File: src/apvd_pkg.sv
package apvd_pkg;

  localparam int SAMPLE_BITS    = 16;
  localparam int INDEX_BITS     = 16;
  localparam int MAX_LENGTH     = 65536;
  localparam int INDEX_TOP_INT  = (MAX_LENGTH - 1 < (1 << INDEX_BITS) - 1) ?
                                  MAX_LENGTH - 1 : (1 << INDEX_BITS) - 1;
  localparam logic [INDEX_BITS-1:0] INDEX_TOP = INDEX_TOP_INT[INDEX_BITS-1:0];
  localparam int QUEUE_DEPTH    = 4;
  localparam int QUEUE_PTR_BITS = $clog2(QUEUE_DEPTH);

  localparam logic KIND_MAX = 1'b0;
  localparam logic KIND_MIN = 1'b1;

  typedef enum logic [1:0] {
    PH_FIRST  = 2'd0,
    PH_SECOND = 2'd1,
    PH_RUN    = 2'd2
  } phase_t;

  typedef struct packed {
    logic                          kind;
    logic signed [SAMPLE_BITS-1:0] value;
    logic [INDEX_BITS-1:0]         index;
  } result_t;

  typedef struct packed {
    logic    rev_vld;
    logic    fin_vld;
    result_t rev;
    result_t fin;
  } entry_t;

  typedef struct packed {
    logic full;
    logic empty;
  } queue_stat_t;

endpackage

File: src/apvd_front.sv
module apvd_front (
  input  logic                                   clk,
  input  logic                                   rst,
  input  logic signed [apvd_pkg::SAMPLE_BITS-1:0] sample,
  input  logic                                   last,
  input  logic                                   in_valid,
  output logic                                   in_stall,
  input  apvd_pkg::queue_stat_t                  qs,
  output logic                                   push,
  output apvd_pkg::entry_t                       entry
);
  import apvd_pkg::*;

  phase_t                        phase, phase_next;
  logic signed [SAMPLE_BITS-1:0] held_value, held_value_next;
  logic [INDEX_BITS-1:0]         held_index, held_index_next;
  logic [INDEX_BITS-1:0]         position, position_next;
  logic                          rising, rising_next;
  logic                          accept;
  logic                          rev;
  logic                          hold;
  logic [INDEX_BITS-1:0]         pos_cur;
  logic                          ris_cur;

  assign in_stall = qs.full;
  assign accept   = in_valid && !qs.full;

  always_comb begin
    rev     = 1'b0;
    hold    = 1'b0;
    pos_cur = position;
    ris_cur = rising;
    unique case (phase)
      PH_SECOND: begin
        ris_cur = (sample >= held_value);
        hold    = (sample != held_value);
      end
      PH_RUN: begin
        if (rising) begin
          if (held_value < sample) begin
            hold = 1'b1;
          end else if (held_value > sample) begin
            hold    = 1'b1;
            rev     = 1'b1;
            ris_cur = 1'b0;
          end
        end else begin
          if (held_value > sample) begin
            hold = 1'b1;
          end else if (held_value < sample) begin
            hold    = 1'b1;
            rev     = 1'b1;
            ris_cur = 1'b1;
          end
        end
      end
      default: begin
        pos_cur = '0;
        ris_cur = 1'b1;
        hold    = 1'b1;
      end
    endcase

    held_value_next = hold ? sample  : held_value;
    held_index_next = hold ? pos_cur : held_index;

    entry.rev_vld   = rev;
    entry.fin_vld   = last;
    entry.rev.kind  = rising ? KIND_MAX : KIND_MIN;
    entry.rev.value = held_value;
    entry.rev.index = held_index;
    entry.fin.kind  = ris_cur ? KIND_MAX : KIND_MIN;
    entry.fin.value = held_value_next;
    entry.fin.index = held_index_next;

    push = accept && (rev || last);

    if (last) begin
      phase_next      = PH_FIRST;
      rising_next     = 1'b1;
      position_next   = '0;
      held_value_next = '0;
      held_index_next = '0;
    end else begin
      phase_next    = (phase == PH_FIRST) ? PH_SECOND : PH_RUN;
      rising_next   = ris_cur;
      position_next = (pos_cur < INDEX_TOP) ? pos_cur + 1'b1 : pos_cur;
    end
  end

  always_ff @(posedge clk) begin
    if (rst) begin
      phase      <= PH_FIRST;
      rising     <= 1'b1;
      position   <= '0;
      held_value <= '0;
      held_index <= '0;
    end else if (accept) begin
      phase      <= phase_next;
      rising     <= rising_next;
      position   <= position_next;
      held_value <= held_value_next;
      held_index <= held_index_next;
    end
  end

endmodule

File: src/apvd_queue.sv
module apvd_queue (
  input  logic                  clk,
  input  logic                  rst,
  input  logic                  push,
  input  apvd_pkg::entry_t      wr_entry,
  input  logic                  pop,
  output apvd_pkg::entry_t      head,
  output apvd_pkg::queue_stat_t qs
);
  import apvd_pkg::*;

  entry_t                    mem [QUEUE_DEPTH];
  logic [QUEUE_PTR_BITS-1:0] wr_ptr;
  logic [QUEUE_PTR_BITS-1:0] rd_ptr;
  logic [QUEUE_PTR_BITS:0]   count;

  assign qs.full  = (count == QUEUE_PTR_BITS'(0) + (QUEUE_PTR_BITS+1)'(QUEUE_DEPTH));
  assign qs.empty = (count == '0);
  assign head     = mem[rd_ptr];

  always_ff @(posedge clk) begin
    if (push) begin
      mem[wr_ptr] <= wr_entry;
    end
  end

  always_ff @(posedge clk) begin
    if (rst) begin
      wr_ptr <= '0;
      rd_ptr <= '0;
      count  <= '0;
    end else begin
      if (push) begin
        wr_ptr <= wr_ptr + 1'b1;
      end
      if (pop) begin
        rd_ptr <= rd_ptr + 1'b1;
      end
      if (push && !pop) begin
        count <= count + 1'b1;
      end else if (pop && !push) begin
        count <= count - 1'b1;
      end
    end
  end

endmodule

File: src/apvd_back.sv
module apvd_back (
  input  logic                                    clk,
  input  logic                                    rst,
  input  apvd_pkg::entry_t                        head,
  input  apvd_pkg::queue_stat_t                   qs,
  output logic                                    pop,
  output logic                                    out_valid,
  input  logic                                    out_stall,
  output logic                                    kind,
  output logic signed [apvd_pkg::SAMPLE_BITS-1:0] extremum_value,
  output logic [apvd_pkg::INDEX_BITS-1:0]         extremum_index,
  output logic                                    end_of_run
);
  import apvd_pkg::*;

  logic    done;
  logic    show_rev;
  logic    xfer;
  result_t res;

  assign out_valid      = !qs.empty;
  assign show_rev       = head.rev_vld && !done;
  assign res            = show_rev ? head.rev : head.fin;
  assign kind           = res.kind;
  assign extremum_value = res.value;
  assign extremum_index = res.index;
  assign end_of_run     = !show_rev;
  assign xfer           = out_valid && !out_stall;
  assign pop            = xfer && !(show_rev && head.fin_vld);

  always_ff @(posedge clk) begin
    if (rst) begin
      done <= 1'b0;
    end else if (xfer) begin
      done <= !pop;
    end
  end

endmodule

File: src/alternating_peak_valley_detector_top.sv
// Channel  Handshake             Payload
// input    in_valid / in_stall   sample, last
// output   out_valid / out_stall kind, extremum_value, extremum_index, end_of_run
//
// One sample a cycle while in_stall is low; each sample is classified in the
// cycle it transfers. Results leave one a cycle while out_stall is low, from a
// four-entry queue; a sample with two results gives reversal, then end of run.
// Synchronous reset rst returns to awaiting the first sample of a stream.
// in_stall rises only while the queue is full; out_stall holds the head.
module alternating_peak_valley_detector_top (
  input  logic                                    clk,
  input  logic                                    rst,
  input  logic                                    in_valid,
  output logic                                    in_stall,
  input  logic signed [apvd_pkg::SAMPLE_BITS-1:0] sample,
  input  logic                                    last,
  output logic                                    out_valid,
  input  logic                                    out_stall,
  output logic                                    kind,
  output logic signed [apvd_pkg::SAMPLE_BITS-1:0] extremum_value,
  output logic [apvd_pkg::INDEX_BITS-1:0]         extremum_index,
  output logic                                    end_of_run
);
  import apvd_pkg::*;

  entry_t      wr_entry;
  entry_t      head;
  queue_stat_t qs;
  logic        push;
  logic        pop;

  apvd_front u_front (
    .clk      (clk),
    .rst      (rst),
    .sample   (sample),
    .last     (last),
    .in_valid (in_valid),
    .in_stall (in_stall),
    .qs       (qs),
    .push     (push),
    .entry    (wr_entry)
  );

  apvd_queue u_queue (
    .clk      (clk),
    .rst      (rst),
    .push     (push),
    .wr_entry (wr_entry),
    .pop      (pop),
    .head     (head),
    .qs       (qs)
  );

  apvd_back u_back (
    .clk            (clk),
    .rst            (rst),
    .head           (head),
    .qs             (qs),
    .pop            (pop),
    .out_valid      (out_valid),
    .out_stall      (out_stall),
    .kind           (kind),
    .extremum_value (extremum_value),
    .extremum_index (extremum_index),
    .end_of_run     (end_of_run)
  );

`ifndef SYNTHESIS
  a_full_not_empty: assert property (@(posedge clk) disable iff (rst)
    !(qs.full && qs.empty))
    else $error("queue flagged full and empty together");

  a_full_from_push: assert property (@(posedge clk) disable iff (rst)
    $rose(qs.full) |-> $past(push))
    else $error("queue filled without a push");

  a_fin_follows_rev: assert property (@(posedge clk) disable iff (rst)
    (out_valid && !out_stall && !end_of_run && head.fin_vld) |=>
      (out_valid && end_of_run))
    else $error("end-of-run result lost after reversal");

  a_no_push_when_full: assert property (@(posedge clk) disable iff (rst)
    qs.full |-> !push)
    else $error("push into a full queue");
`endif

endmodule
File: config.mk
export PLATFORM = sky130hd
export DESIGN_NAME = alternating_peak_valley_detector_top
export DESIGN_NICKNAME = d
export VERILOG_FILES = /design/src/apvd_pkg.sv /design/src/apvd_front.sv /design/src/apvd_queue.sv /design/src/apvd_back.sv /design/src/alternating_peak_valley_detector_top.sv
export SDC_FILE = /design/constraint.sdc
export NUM_CORES = 1
export LEC_CHECK = 0
export ABC_AREA = 1
export BUFFER_PORTS_ARGS = -buffer_cell sky130_fd_sc_hd__buf_2
export CORE_MARGIN = 3
export CORE_UTILIZATION = 56
export CTS_CLUSTER_SIZE = 16
export DETAILED_ROUTE_END_ITERATION = 12
export HOLD_SLACK_MARGIN = 0.15
export PLACE_DENSITY = 0.76
export REMOVE_ABC_BUFFERS = 1
export SLEW_MARGIN = 20
export SYNTH_ARGS = -nofsm -noshare
export SYNTH_HDL_FRONTEND = slang
export SYNTH_SLANG_ARGS = --single-unit
File: constraint.sdc
create_clock -name clk -period 6 [get_ports clk]
set_clock_uncertainty 0.15 [all_clocks]
set_input_delay 1.2 -clock clk [delete_from_list [all_inputs] [get_ports clk]]
set_output_delay 1.2 -clock clk [all_outputs]
set_load 0.05 [all_outputs]
### Word-level counts from Yosys, hierarchy flattened

Memories as Yosys holds them, arrays and structs flattened. A register that Yosys moved wholly into a read port is not among the register bits.
Cells that the tools add are included.

* bits in registers: 59
* bits in latches: 0
* memory bits (writable): 272
* memory bits (read-only): 0
* word-level logic and storage cells: 77
* memories: 1

Memories
* u_queue.mem: depth 4, width 68, read ports 1, clocked after memory_dff 1, wr ports 1, line apvd_queue.sv:12 `entry_t mem [QUEUE_DEPTH];`

* add/sub/neg operators: 5
* multipliers: 0
* div/mod/pow operators: 0
* magnitude comparators: 4
* equal/unequal tests: 4
* shift-type cells: 0
* multiplexer cells: 33
* bitwise gates (word level): 0
* reduce and logical (&&, ||, !) cells: 21

Operator list (count)
* $mux 16: 7
* $mux 33: 1
* $mux 1: 17
* $add 16x1->16 const B: 1
* $ge 16x16->1: 1
* $gt 16x16->1: 1
* $lt 16x16->1: 1
* $lt 16x16->1 const B: 1
* $ne 16x16->1: 1
* $logic_and 1x1->1: 8
* $logic_not 1->1: 8
* $mux 2: 4
* $mux 3: 2
* $add 2x1->2 const B: 2
* $pmux 1 s2: 2
* $add 3x1->3 const B: 1
* $eq 3x3->1 const B: 1
* $logic_not 3->1: 1
* $sub 3x1->3 const B: 1
* $eq 2x1->1 const B: 1
* $eq 2x2->1 const B: 1
* $logic_not 2->1: 1
* $reduce_bool 2->1: 1
* $reduce_or 2->1: 1
* $logic_or 1x1->1: 1

### Logic depth before layout (Yosys ltp)

Gate-level depths: netlist (run 1).

* depth in word-level cells: 11
* gate-level depth with buffers: 24
* mapped depth without buffers: 24

### Modules after synthesis

From an unflattened synthesis (run 1), not the netlist that was laid out.

* cell total of the unflattened synthesis: 1399
* area, all modules: 14715.4 µm²

By module, submodules not included
* apvd_queue: times used 1, cells an instance 715, area an instance 10506.3 µm², seq. area each 8348.0 µm²
* apvd_front: times used 1, cells an instance 563, area an instance 3589.7 µm², seq. area each 1021.0 µm²
* apvd_back: times used 1, cells an instance 121, area an instance 619.3 µm², seq. area each 20.0 µm²

### Least setup slack after synthesis (run 1)

Ideal clock, no wire load.

* kind: input -> register
* start point: input port sample[14] (netlist bit)
* end point: memory u_queue.mem[0][0] (netlist bit) (enable)
* data arrival time: 5353 ps
* path slack: 3 ps
* stages: 15
* path through: ha_1 -> nand2_1 -> nor2_2 -> nand2_2 -> inv_1 -> o21ai_2 -> nand2_1 -> inv_1 -> nand2_2 -> nand3_1 -> nand2_1 -> nand2_1 -> nand2_1 -> nand2_1 -> nor2_1

* longest elaborated chain between the ends: 9
* elaborated cells between the ends (all ways): 12

RTL lines
* start, declared: line alternating_peak_valley_detector_top.sv:15 `input logic signed [apvd_pkg::SAMPLE_BITS-1:0] sample,`
* $lt 16x16->1 or $gt 16x16->1 (tied branches)
* $mux 1 (on tied branches): line apvd_front.sv:50, apvd_front.sv:42
* $mux 1 (on tied branches): line apvd_front.sv:48, apvd_front.sv:40
* $mux 1 *: line apvd_front.sv:39 `if (rising) begin`
* $mux 1 *: line apvd_front.sv:33 `unique case (phase)`
* $logic_or 1x1->1 *: line apvd_front.sv:76 `push = accept && (rev || last);`
* $logic_and 1x1->1 *: line apvd_front.sv:76
* $mux 1 *: line apvd_queue.sv:22 `if (push) begin`
* $mux 1 (not written as such) *: line apvd_queue.sv:23 `mem[wr_ptr] <= wr_entry;`
* end, declared: line apvd_queue.sv:12

Mark *: on every way between the ends. The rest lies on a longest branch, timed or not.

==> out/results.tsv, run 1 <==
metric	value	unit
nets	1431	
start_kind	register	
clockBufferDepth	3	
coreArea	0.02475	mm2
p_leak	5.754	nW
die_y	166.1	um
cp-end-kind	primary output	
hold_viol	0	
ys_ff_latch	333	
start_util	0.5800	
portBuffers	56	
rows	57	
die_x	166.1	um
antenna_found_initial	1	
drt-wirelength-per-cell	18.20	um
clk_latency	0.50	ns
grt_max_degree	90	
crit_required	4.65	ns
first_global_vias	9764	
drtPass1Iterations	5	
die_area	0.02759	mm2
critical_path_class	register to primary output	
grt_overflow	0	
pin_count	57	
synth.cell_area	0.01435	mm2
root_buffer	clkbuf_16	
worst_slew_pin_slew	0.9349	ns
yosysSeqAreaShare	0.6542	
cts_htree_levels	2	
outcome	finished, final reports clean	
via_per_inst	5.766	
ys_types	38	
wirelength	31.55	mm
holdWs	0.3154	ns
ant_nets	0	
cts_resized	0	
antenna_cells	0	
drv_cap	0	
grtUsageTotal	0.2252	
slew_headroom	0.3767	
post-route-min-period	4.878	ns
fillers	1820	
postCtsSetupBuffers	0	
synth_area_per_cell	10.61	um2
cts_made_buffers	34	
clock_sinks	333	
powerDensity	437.4	mW/mm2
finalSetupViolCount	0	
area_growth_syn_to_layout	11.51	%
syn_inst	1353	
ir_drop	303.2	uV
gp_congestion	0.8995	
worstHoldPathType	register to register	
drive_gt1_frac	0.1369	
critPathMaxFanout	48	
final_common_cell	edfxtp_1	
hold_buffers	0	
dp_hpwl	17.28	mm
via_count	9998	
finalCritPeriodShare	0.8131	
cts_tree	yes	
clock.fmax	205.0	MHz
drv_slew	0	
yosysWarnings	0	
cp.arrival	3.53	ns
drc	0	
clk_pin_slew	0.06	ns
drt_first_iter_violations	1047	
grt_pass1_wl	50.56	mm
rsz0062_at_grt	no	
tns	0	ns
most-common-layout-cells	edfxtp_1 (272), nor2_1 (259), nand2_1 (175), o21ai_0 (151), inv_1 (67)	
-- sequential cells by signal, indices dropped and copies added, names as in the netlist, named ones only --
name                cells
u_queue.mem           272
u_front.held_index     16
u_front.held_value     16
u_front.position       16
u_queue.count           3
u_front.phase           2
u_queue.rd_ptr          2
u_queue.wr_ptr          2
u_back.done             1
u_front.rising          1
-- final timing paths --
check / startpoint / to / slack (ns) / cells past startpoint
max: register / kind / 1.12 / 10
min: u_queue.rd_ptr[1] / register / 0.32 / 2
max reg2reg: u_front.held_value[13] / u_queue.count[2] / 2.13 / 23
min reg2reg: u_queue.rd_ptr[1] / register / 0.32 / 2
-- through the flow --
step | cells | power, W | cell area (um2) | util | setup WS, ns
after global placement | 1672 | 0.004876 | 14850 | 0.6001 | 1.521
after detailed placement | 1672 | 0.004912 | 14850 | 0.6001 | 1.394
final | 1734 | 0.007000 | 16000 | 0.6467 | 1.122
after global routing | 1734 | 0.007311 | 16000 | 0.6467 | 0.8690
after floorplan | 1276 | 0.004322 | 13970 | - | -2.464
after CTS | 1734 | 0.007028 | 16000 | 0.6467 | 1.150
-- cells by family after synthesis --
| family | after synthesis | share of synthesized area |
|---|---|---|
| buffers and inverters | 151 | 0.04568 |
| AOI/OAI and AO/OA | 313 | 0.1216 |
| DFF | 333 | 0.6542 |
| and+or+nand+nor | 522 | 0.1505 |
| xor gates and xnor gates | 8 | 0.004882 |
| adders and majority gates | 26 | 0.02319 |
-- power by group --
group	leakage, nW	internal, W	switching (W)	total, W
Sequential	3.06	0.00265	0.0000899	0.00274
Clock	0.560	0.00130	0.000838	0.00214
Combinational	2.13	0.000477	0.00165	0.00213
-- final cells by class --
class / instances / area [um2] / share of cell area
tap: 324 / 405.4 / 0.02533
timing repair buffer: 72 / 425.4 / 0.02658
sequential: 333 / 9394 / 0.5870
clock inverter: 9 / 97.59 / 0.006098
inverter: 74 / 280.3 / 0.01751
multi-input combinational: 869 / 4345 / 0.2715
clock buffer: 53 / 1056 / 0.06598
-- critical path, stage by stage (launching register included) --
cell and delay [ns]:
dfxtp_4 0.68, inv_4 0.06, o21ai_0 0.17, o22ai_1 0.11
inv_1 0.07, nor2_1 0.05, inv_2 0.67, buf_4 0.44
nor2_1 0.07, a31oi_1 0.34, buf_2 0.34
-- synth_stat cells (all sizes together) --
cell | count | area [um2]
clkbuf | 52 | 195.2
a31oi | 34 | 212.7
inv | 73 | 274.0
a21o | 1 | 7.510
o211ai | 4 | 30.03
edfxtp | 272 | 8168
nand3 | 42 | 235.2
buf | 25 | 182.7
dfxtp | 61 | 1221
nor2 | 269 | 1027
a21oi | 69 | 356.6
or2 | 1 | 6.260
o21bai | 1 | 7.510
nand2 | 201 | 834.6
nor3 | 4 | 25.02
clkinv | 1 | 3.750
o22ai | 34 | 212.7
xor2 | 7 | 61.31
fa | 1 | 20.02
ha | 25 | 312.8
o21ai | 167 | 895.9
xnor2 | 1 | 8.760
nand4 | 5 | 31.28
o21a | 2 | 15.01
o31ai | 1 | 7.510
-- metal layers --
metal	vias up	track usage	wire length [um]
li1	4774	-	-
met1	4815	0.3039	13570
met2	364	0.3853	15590
met3	43	0.03261	1908
met4	2	0.06365	481
met5	-	0	7
(Power assumes the default switching activity.)
==> run 2, diff against run 1 <==
--- a/config.mk
+++ b/config.mk
@@ -5,14 +5,14 @@
 export SDC_FILE = /design/constraint.sdc
 export NUM_CORES = 1
 export LEC_CHECK = 0
-export ABC_AREA = 1
+export ABC_AREA = 0
 export BUFFER_PORTS_ARGS = -buffer_cell sky130_fd_sc_hd__buf_2
 export CORE_MARGIN = 3
-export CORE_UTILIZATION = 56
+export CORE_UTILIZATION = 60
 export CTS_CLUSTER_SIZE = 16
 export DETAILED_ROUTE_END_ITERATION = 12
 export HOLD_SLACK_MARGIN = 0.15
-export PLACE_DENSITY = 0.76
+export PLACE_DENSITY = 0.78
 export REMOVE_ABC_BUFFERS = 1
 export SLEW_MARGIN = 20
 export SYNTH_ARGS = -nofsm -noshare
==> constraint.sdc (replaced) <==
create_clock -name clk -period 4.8 [get_ports clk]
set_clock_uncertainty 0.15 [all_clocks]
set_input_delay 0.96 -clock clk [delete_from_list [all_inputs] [get_ports clk]]
set_output_delay 0.96 -clock clk [all_outputs]
set_load 0.05 [all_outputs]
==> out/results.tsv, run 2 <==
metric	value	unit
hold_viol	0	
yosys.area.top_type	edfxtp_1	
dp.cells	1139	
ir_drop	417.1	uV
max_stage_delay	0.55	ns
critPathMaxFanout	29	
antenna_cells	0	
ant_nets	0	
antenna_found_initial	0	
finalPower	0.008427	W
synth_area_leaders	edfxtp_1 (60%), mux4_2 (11%), dfxtp_1 (8.9%)	
p_seq_frac	0.399	
drc	0	
grt_max_degree	68	
grt_pass1_wl	43.08	mm
cts_resized	0	
ys_types	57	
drive_gt1_frac	0.2630	
critical_path_class	register to primary output	
portBuffers	56	
p_comb_frac	0.298	
ys_ff_latch	333	
cp-end-kind	primary output	
final_common_cell	edfxtp_1	
p_leak	5.240	nW
synthSimpleGateAreaFrac	0.05400	
start_kind	register	
synth_top_family_by_area	multiplexers	
grtUsageTotal	0.2257	
crit_chain	mux4_2 -> nand2b_4 -> buf_12 -> mux4_2 -> mux2_2 -> buf_2	
synth_top_area_share	0.5955	
yosysWarnings	0	
root_buffer	clkbuf_16	
synth_xor_area_frac	0.003193	
die_y	157.2	um
wirelength	26.86	mm
fillers	1427	
clk_pin_slew	0.06	ns
hold_buffers	0	
via_per_inst	6.368	
drtPass1Iterations	5	
area_growth_syn_to_layout	12.53	%
powerDensity	546.0	mW/mm2
ff2ff_path_depth	14	
syn_inst	833	
power.net_switching	0.002651	W
postCtsSetupBuffers	0	
tns	0	ns
yosysSeqAreaShare	0.6845	
finalSetupViolCount	0	
slew_headroom	0.3445	
clock_sinks	333	
synth-main-ff-cell	edfxtp_1	
path_common_cell	mux4_2	
most-common-layout-cells	edfxtp_1 (272), mux4_2 (68), dfxtp_1 (59), o21ai_0 (56), buf_2 (56)	
holdPathStages	1	
coreArea	0.02216	mm2
drt_first_iter_violations	712	
drv_cap	0	
outcome	finished, final reports clean	
critPathSlowestCell	mux4_2	
yosysMostFrequentCell	edfxtp_1	
p_clk_frac	0.302	
drv_slew	0	
intPower	0.005776	W
worstHoldPathType	register to register	
cp_num_cells	6	
async_reset_ff_frac	0	
worst_slew_pin_slew	0.9832	ns
synth_edf_count	272	
cts_tree	yes	
drt-wirelength-per-cell	22.38	um
first_global_vias	7909	
synthTopCellsByCount	edfxtp_1 (272), mux4_2 (68), dfxtp_1 (61)	
die_area	0.02471	mm2
rsz0062_at_grt	no	
fin_cells	1200	
via_count	7641	
gp_congestion	0.8609	
top_register	u_queue.mem	
synthAdderAreaFrac	0.02427	
dp_hpwl	16.42	mm
start_util	0.6189	
crit_family	multiplexers	
die_x	157.2	um
path_buf_inv	2	
clock.fmax	234.8	MHz
placed_cell_area	0.01435	mm2
largest_register_ffs	272	
cts_made_buffers	34	
crit_required	3.69	ns
r2r_slack	0.86	ns
rows	54	
pin_count	57	
nets	942	
finalCritPeriodShare	0.8874	
synth-compound-area-share	0.06586	
post-route-min-period	4.259	ns
clk_latency	0.51	ns
p_sw_frac	0.3146	
final_cell_area	0.01543	mm2
synth_area_per_cell	16.47	um2
cts_htree_levels	2	
synth.cell_area	0.01372	mm2
grt_overflow	0	
cp.arrival	3.15	ns
clockBufferDepth	3	
synthMuxAreaShare	0.1429	
holdWs	0.3717	ns
run 2: cell count changes after synthesis, sizes merged, moves of 11 or more:
cell,previous run,this run
nand3,42,19
nand2,201,33
inv,73,31
a31oi,34,8
and2,0,11
clkbuf,52,28
o21ai,167,65
a21oi,69,20
mux2,0,35
o22ai,34,2
mux4,0,68
a22o,0,32
nor2,269,26
run 2: cells by family (layout without fill, tap and decap cells):
logic type,count (synthesis),after routing
buffers and inverters,81,168
XOR/XNOR,5,5
AO/OA/AOI/OAI,141,141
flip-flops,333,333
adder cells (fa/ha/maj),26,26
AND/OR/NAND/NOR,141,141
multiplexers,106,106
run 2: path summary, 6_finish.rpt:
kind	start	to
worst min-delay path	u_front.position[1]	u_front.held_index[1]
worst min register to register	u_front.position[1]	u_front.held_index[1]
worst max-delay path	register	extremum_index[12]
worst max register to register	u_front.held_value[15]	u_queue.count[2]
run 2: power by group through the flow:
stage | Combinational [W] | Sequential, W | Clock [W]
floorplan | 0.00200 | 0.00348 | 0
global placement | 0.00249 | 0.00341 | 0
global route | 0.00269 | 0.00338 | 0.00272
CTS | 0.00255 | 0.00337 | 0.00260
finish | 0.00252 | 0.00336 | 0.00255
detailed placement | 0.00253 | 0.00343 | 0
run 2: final cells by class:
type / count / area [um2] / share of cell area
Clock inverter: 16 / 160.2 / 0.01038
Clock buffer: 45 / 923.4 / 0.05983
Multi-Input combinational cell: 419 / 3999 / 0.2591
Timing Repair Buffer: 76 / 493.0 / 0.03194
Sequential cell: 333 / 9392 / 0.6085
Inverter: 31 / 116.4 / 0.007540
Tap cell: 280 / 350.3 / 0.02270
run 2: per-stage QoR:
| stage | worst slack, ns | util |
|---|---|---|
| finish | 0.5406 | 0.6964 |
| global placement | 0.3622 | 0.6475 |
| floorplan | -2.812 | - |
| CTS | 0.4966 | 0.6964 |
| global route | 0.3723 | 0.6964 |
| detailed placement | 0.2937 | 0.6475 |
run 2: worst register-to-register path, delay by kind of cell, from the launching register on:
kind,cells,cell delay (ns)
flip-flops,1,0.43
XOR/XNOR,1,0.18
adder cells (fa/ha/maj),3,0.95
buffers and inverters,2,0.15
AO/OA/AOI/OAI,4,0.97
AND/OR/NAND/NOR,4,1.04
run 2: metal layers:
metal	vias to the layer above	global-route usage	share of wire
met1	3914	0.3028	0.41
met3	56	0.03602	0.056
met2	257	0.3868	0.51
met4	0	0.06860	0.025
met5	-	0	0
li1	3414	-	-
==> run 3, diff against run 2 <==
==> constraint.sdc (replaced) <==
create_clock -name clk -period 5.5 [get_ports clk]
set_clock_uncertainty 0.15 [all_clocks]
set_input_delay 1.1 -clock clk [delete_from_list [all_inputs] [get_ports clk]]
set_output_delay 1.1 -clock clk [all_outputs]
set_load 0.05 [all_outputs]
==> out/results.tsv, run 3 (synthesized netlist as in run 2, its figures left out) <==
metric	value	unit
outcome	finished, final reports clean	
finalCritPeriodShare	0.8566	
worst_slew_pin_slew	0.9805	ns
portBuffers	56	
via_count	7599	
crit_chain	mux4_2 -> nand2b_4 -> buf_12 -> mux4_2 -> mux2_2 -> buf_2	
dp.cells	1135	
p_leak	5.173	nW
multi_input_area	0.003999	mm2
drive_gt1_frac	0.2560	
drt-wirelength-per-cell	22.20	um
final_cell_area	0.01530	mm2
worstHoldPathType	register to register	
root_buffer	clkbuf_16	
area_growth_syn_to_layout	11.59	%
coreArea	0.02216	mm2
min-delay-start	u_queue.count[2]	
clk_latency	0.55	ns
antenna_found_initial	0	
clock_sinks	333	
worstReg2RegEnd	u_queue.count[2]	
cp-end-kind	primary output	
grt_max_degree	68	
grt_pass1_wl	42.35	mm
routed.top_layer	met4	
path_buf_inv	2	
die_area	0.02471	mm2
clk_pin_slew	0.06	ns
finalPower	0.007199	W
ant_nets	0	
p_seq_frac	0.408	
drv_cap	0	
antenna_cells	0	
critPathMaxFanout	35	
grt_overflow	0	
dr_wl_met3	1.498	mm
cts_tree	yes	
clock.fmax	212.2	MHz
die_y	157.2	um
largest_register_ffs	272	
ff2ff_path_depth	14	
pin_count	57	
cts_made_buffers	31	
placed_cell_area	0.01431	mm2
via_per_inst	6.386	
gp_congestion	0.8607	
first_global_vias	7965	
drt_first_iter_violations	689	
top_register	u_queue.mem	
p_clk_frac	0.290	
fin_cells	1190	
critical_path_class	register to primary output	
met1_length	10.82	mm
max_stage_delay	0.58	ns
final_common_cell	edfxtp_1	
cp.arrival	3.46	ns
crit_family	multiplexers	
rsz0062_at_grt	no	
wirelength	26.42	mm
crit_required	4.25	ns
most-common-layout-cells	edfxtp_1 (272), mux4_2 (68), dfxtp_1 (59), o21ai_0 (56), buf_2 (56)	
clockBufferDepth	3	
finalSetupViolCount	0	
start_kind	register	
power.net_switching	0.002269	W
min_to	u_queue.count[2]	
p_comb_frac	0.302	
hold_buffers	0	
p_sw_frac	0.3151	
route.met2.wl	13.55	mm
slew_headroom	0.3463	
path_common_cell	mux4_2	
drc	0	
grtUsageTotal	0.2190	
cts_resized	0	
dp_hpwl	16.42	mm
holdPathStages	2	
cts_htree_levels	1	
start_util	0.6189	
ir_drop	308.1	uV
drtPass1Iterations	5	
r2r_slack	1.51	ns
rr_startpoint	u_front.held_value[14]	
hold_viol	0	
rows	54	
fillers	1395	
nets	935	
die_x	157.2	um
final_util	0.6906	
powerDensity	470.4	mW/mm2
crit_path_start	u_queue.mem[2][67]	
drv_slew	0	
critPathSlowestCell	nand2b_4	
post-route-min-period	4.712	ns
intPower	0.004930	W
seqCellArea	0.009392	mm2
postCtsSetupBuffers	0	
## run 3: tightest hold or removal path, stage by stage, from the launching register on
cell	delay, ns
dfxtp_1	0.33
o21ai_0	0.08
a21oi_1	0.07
## run 3: how the worst max path moves through the flow
| stage | to | depth (start not counted) |
|---|---|---|
| finish | extremum_value[11] | 6 |
| global route | extremum_value[11] | 6 |
| CTS | extremum_value[11] | 6 |
| detailed placement | u_queue.count[2] | 14 |
| global placement | u_queue.count[2] | 14 |
| floorplan | extremum_index[0] | 4 |
## run 3: cell type report
cell class | instances | share of cell area
Timing Repair Buffer | 72 | 0.02943
Sequential cell | 333 | 0.6136
Multi-Input combinational cell | 419 | 0.2613
Clock inverter | 14 | 0.01136
Tap cell | 280 | 0.02289
Inverter | 31 | 0.007603
Clock buffer | 41 | 0.05379
## run 3: per-stage QoR
stage                     hold WS (ns)  setup slack (ns)  setup TNS (ns)
after CTS                       0.3708            0.6921               0
after global routing            0.3983            0.5718               0
after floorplan                 0.3049            -2.252          -83.33
final                           0.3774            0.7885               0
after global placement          0.3332            0.9148               0
after detailed placement        0.3560            0.8381               0
## run 3: metal layers
metal	vias to the layer above	track usage
met2	253	0.3761
met4	0	0.06653
li1	3399	-
met5	-	0
met3	50	0.02805
met1	3897	0.2979
## run 3: power groups by stage
stage / registers (W) / clock network (W) / logic (W)
4_1_cts: 0.00294 / 0.00211 / 0.00221
3_5_place_dp: 0.00299 / 0 / 0.00220
5_1_grt: 0.00295 / 0.00221 / 0.00234
3_3_place_gp: 0.00297 / 0 / 0.00215
6_report: 0.00294 / 0.00209 / 0.00217
2_1_floorplan: 0.00303 / 0 / 0.00174
